===== config.mk =====
export PLATFORM = sky130hd
export DESIGN_NAME = lom_ctrl
export DESIGN_NICKNAME = d
export VERILOG_FILES = /design/src/lom_pkg.sv /design/src/lom_ctrl.sv
export SDC_FILE = /design/constraint.sdc
export NUM_CORES = 1
export LEC_CHECK = 0
export BUFFER_PORTS_ARGS = -buffer_cell sky130_fd_sc_hd__buf_2
export CORE_AREA = 2 2 39 41
export DETAILED_ROUTE_END_ITERATION = 6
export DIE_AREA = 0 0 41 43
export GPL_TIMING_DRIVEN = 0
export PLACE_DENSITY = 0.45
export SYNTH_ARGS = -nofsm -noshare
export SYNTH_HDL_FRONTEND = slang
export SYNTH_SLANG_ARGS = --single-unit

===== constraint.sdc =====
create_clock -name clk_i -period 3.06 [get_ports clk_i]
set_input_delay 0.612 -clock clk_i [delete_from_list [all_inputs] [get_ports clk_i]]
set_output_delay 0.612 -clock clk_i [all_outputs]
set_load 0.02 [all_outputs]

===== src/lom_pkg.sv =====
// ----------------------------------------------------------------------------
// lom_pkg
// shared constants and controller/datapath types of the order matcher
// ----------------------------------------------------------------------------
package lom_pkg;

  localparam int BOOK_DEPTH = 32;
  localparam int IDX_W      = $clog2(BOOK_DEPTH);
  localparam int CNT_W      = $clog2(BOOK_DEPTH + 1);

  localparam logic [1:0] KIND_TRADE   = 2'd0;
  localparam logic [1:0] KIND_RESTED  = 2'd1;
  localparam logic [1:0] KIND_FILLED  = 2'd2;
  localparam logic [1:0] KIND_DROPPED = 2'd3;

  // controller commands
  typedef struct packed {
    logic load;
    logic scan_init;
    logic scan_step;
    logic trade;
    logic finish;
  } cmd_t;

  // datapath status
  typedef struct packed {
    logic go_match;
    logic scan_end;
    logic crosses;
  } sts_t;

  // write controls of one book side
  typedef struct packed {
    logic             upd;
    logic             remove;
    logic             append;
    logic [IDX_W-1:0] idx;
    logic [31:0]      qty;
    logic [31:0]      app_price;
    logic [31:0]      app_qty;
    logic [31:0]      app_num;
  } book_wr_t;

endpackage


===== src/lom_ctrl.sv =====
// ----------------------------------------------------------------------------
// lom_ctrl
// controller: load, scan for the best resting order, trade, finish
// ----------------------------------------------------------------------------
module lom_ctrl (
  input  logic          clk_i,
  input  logic          rst_ni,
  input  logic          start,
  output logic          busy,
  input  lom_pkg::sts_t sts_i,
  output lom_pkg::cmd_t cmd_o
);
  import lom_pkg::*;

  localparam logic [2:0] S_IDLE  = 3'd0;
  localparam logic [2:0] S_CHECK = 3'd1;
  localparam logic [2:0] S_SCAN  = 3'd2;
  localparam logic [2:0] S_TRADE = 3'd3;
  localparam logic [2:0] S_FINAL = 3'd4;

  logic [2:0] state_q, state_d;

  always_comb begin
    state_d = state_q;
    cmd_o   = '0;
    case (state_q)
      S_IDLE: begin
        if (start) begin
          cmd_o.load = 1'b1;
          state_d    = S_CHECK;
        end
      end
      S_CHECK: begin
        if (sts_i.go_match) begin
          cmd_o.scan_init = 1'b1;
          state_d         = S_SCAN;
        end else begin
          state_d = S_FINAL;
        end
      end
      S_SCAN: begin
        if (!sts_i.scan_end) begin
          cmd_o.scan_step = 1'b1;
        end else if (sts_i.crosses) begin
          state_d = S_TRADE;
        end else begin
          state_d = S_FINAL;
        end
      end
      S_TRADE: begin
        cmd_o.trade = 1'b1;
        state_d     = S_CHECK;
      end
      S_FINAL: begin
        cmd_o.finish = 1'b1;
        state_d      = S_IDLE;
      end
      default: begin
        state_d = S_IDLE;
      end
    endcase
  end

  always_ff @(posedge clk_i or negedge rst_ni) begin
    if (!rst_ni) begin
      state_q <= S_IDLE;
    end else begin
      state_q <= state_d;
    end
  end

  assign busy = (state_q != S_IDLE);

endmodule


==> impl_metrics.toml <==
[pwr]
p_sw_frac = 0.433
clkPwrFrac = 0.217
pwr-share-comb = 0.506
switchingPower_mw = 0.139
vdd.ir_drop.worst_mv = 0.239
powerDensity_nw_per_um2 = 1000
internal-power_mw = 0.182
seq_power_share = 0.277
fin_total_pwr_mw = 0.322
p_leak_nw = 0.158

[final_layout]
antenna_cells = 0
drive_gt1_frac = 0.553
mostFrequentLayoutCells = "buf_2, inv_1, nor3b_1, clkbuf_4, dfrtp_1"
largest_register_ffs = 3
final_common_cell = "buf_2"
layout.nets = 45
top_regs = "state_q: 3 flops"
largest_register = "state_q"
synthToLayoutAreaGrowth_pct = 46.0

[clock_tree]
cts-root-buf = "clkbuf_4"
cts_tree = "built"
clock_latency_ns = 0.23
clock_path_buffers = 2
post_cts_buffers = 0
cts_buffers = 3
cts_hold_buf = 0
clkSinkCount = 3
clkTransAtPathRegs_ns = 0.04
htree_levels = 1
post_cts_resized = 0

[sta]
finalSetupTns_ns = 0
fmax_ghz = 0.516
period_share = 0.633
hold_violations = 0
worst_slew_pin_slew_ns = 0.292
relSlewSlack = 0.805
fin_crit_ns = 1.94
rsz0062_at_grt = "false"
skew_ns = 0.000691
setup_viol = 0
slew_violations = 0

[routing]
wirelength_um = 507
drtIter0Drc = 1
ant_nets = 0
first_pass_iters = 2
via_per_inst = 3.91
route.vias.total = 211
wl_per_cell_um = 9.39
drc = 0

[global_routing]
grtUsageTotal = 0.0695
grt-ovfl-total = 0
antenna_found_initial = 0
grt_pass1_wl_um = 752
grt_pass1_vias = 174
grt_max_degree = 9

[placement]
io_buffers = 11
gp_congestion = 0.633

[die]
rows = 14
ios = 12
die_h_um = 43
die_area_um2 = 1760
fp.coreArea_um2 = 1380
die_w_um = 41
start_util = 0.159

[worst_hold_path]
worstHoldPathType = "primary input to asynchronous set/reset pin"

[critical_path]
startpoint = "state_q[1]"
path_max_fanout = 8
criticalPathCategory = "flip-flop to primary output"
start_kind = "flip-flop"
required_ns = 2.45
arrival_ns = 1.33
end_kind = "primary output"
r2r_start = "state_q[1]"

[synth]
syn_nets = 29
synth-seq-cells = 3
seq_area_frac_synth = 0.341
yosys_warnings = 0
avgSynthCellArea_um2 = 9.57
synth.distinct_cells = 15
syn_inst = 23
synth_area_um2 = 220

[run]
cap_violations = 0

[run_status]
status = "finished clean"
-- metrics by stage --
stage                     instance area (um2)  worst slack [ns]   util  hold slack (ns)  cells
after global placement                    295              1.37  0.213            0.410     50
after detailed placement                  295              1.36  0.213            0.413     50
after floorplan                           220              1.37      -            0.316     23
after CTS                                 322              1.11  0.232            0.160     54
after global routing                      322              1.06  0.232            0.154     54
final                                     322              1.12  0.232            0.168     54
-- metal layers --
metal | vias to the layer above | share of wire | track usage | wire length (um)
li1 | 111 | - | - | -
met2 | 9 | 0.42 | 0.0719 | 215
met5 | - | 0 | 0 | 0
met3 | 0 | 0.085 | 0.0628 | 43
met1 | 91 | 0.49 | 0.0909 | 249
met4 | 0 | 0 | 0.0400 | 0
-- cell type report --
cell class / count / area, um2
Clock buffer: 4 / 26.3
Fill cell: 163 / 1060
Inverter: 4 / 15.0
Multi-Input combinational cell: 16 / 130
Sequential cell: 3 / 75.1
Tap cell: 16 / 20.0
Timing Repair Buffer: 11 / 55.1
-- power by group through the flow --
stage	clock network (mW)	logic, mW	registers [mW]
after floorplan	0	0.124	0.0820
after global placement	0	0.164	0.0893
after detailed placement	0	0.164	0.0905
after CTS	0.0745	0.165	0.0903
after global routing	0.0793	0.174	0.0944
final	0.0699	0.163	0.0891
-- synth_stat cells, drive strengths merged --
master	n	area, um2
a211oi	1	12.5
a21oi	2	10.0
a31oi	1	6.26
and2b	1	10.0
dfrtp	3	75.1
inv	4	15.0
nand2	1	3.75
nand3b	1	7.51
nor2	2	10.0
nor3b	4	35.0
nor4b	1	15.0
o21ai	1	8.76
or3	1	11.3
-- worst max-delay path: stages (launching register included) --
cell     delay, ns
dfrtp_1       0.45
or3_4         0.42
nor2_2        0.07
buf_2         0.16
-- final timing paths --
check,slack [ns],end,depth (start not counted)
max in group asynchronous,2.78,state_q[0],1
min reg2reg,0.61,state_q[0],1
min in group clk_i,0.61,state_q[0],1
min,0.17,state_q[2],1
max reg2reg,2.03,state_q[2],3
max,1.12,cmd_o[4],3
-- logic make-up after synthesis --
logic type / Yosys count / share of synthesized area
AND/OR/NAND/NOR: 11 / 0.420
flip-flops: 3 / 0.341
buffers and inverters: 4 / 0.0682
AO/OA/AOI/OAI: 5 / 0.170
No activity file was read; power rests on OpenSTA's default activity.
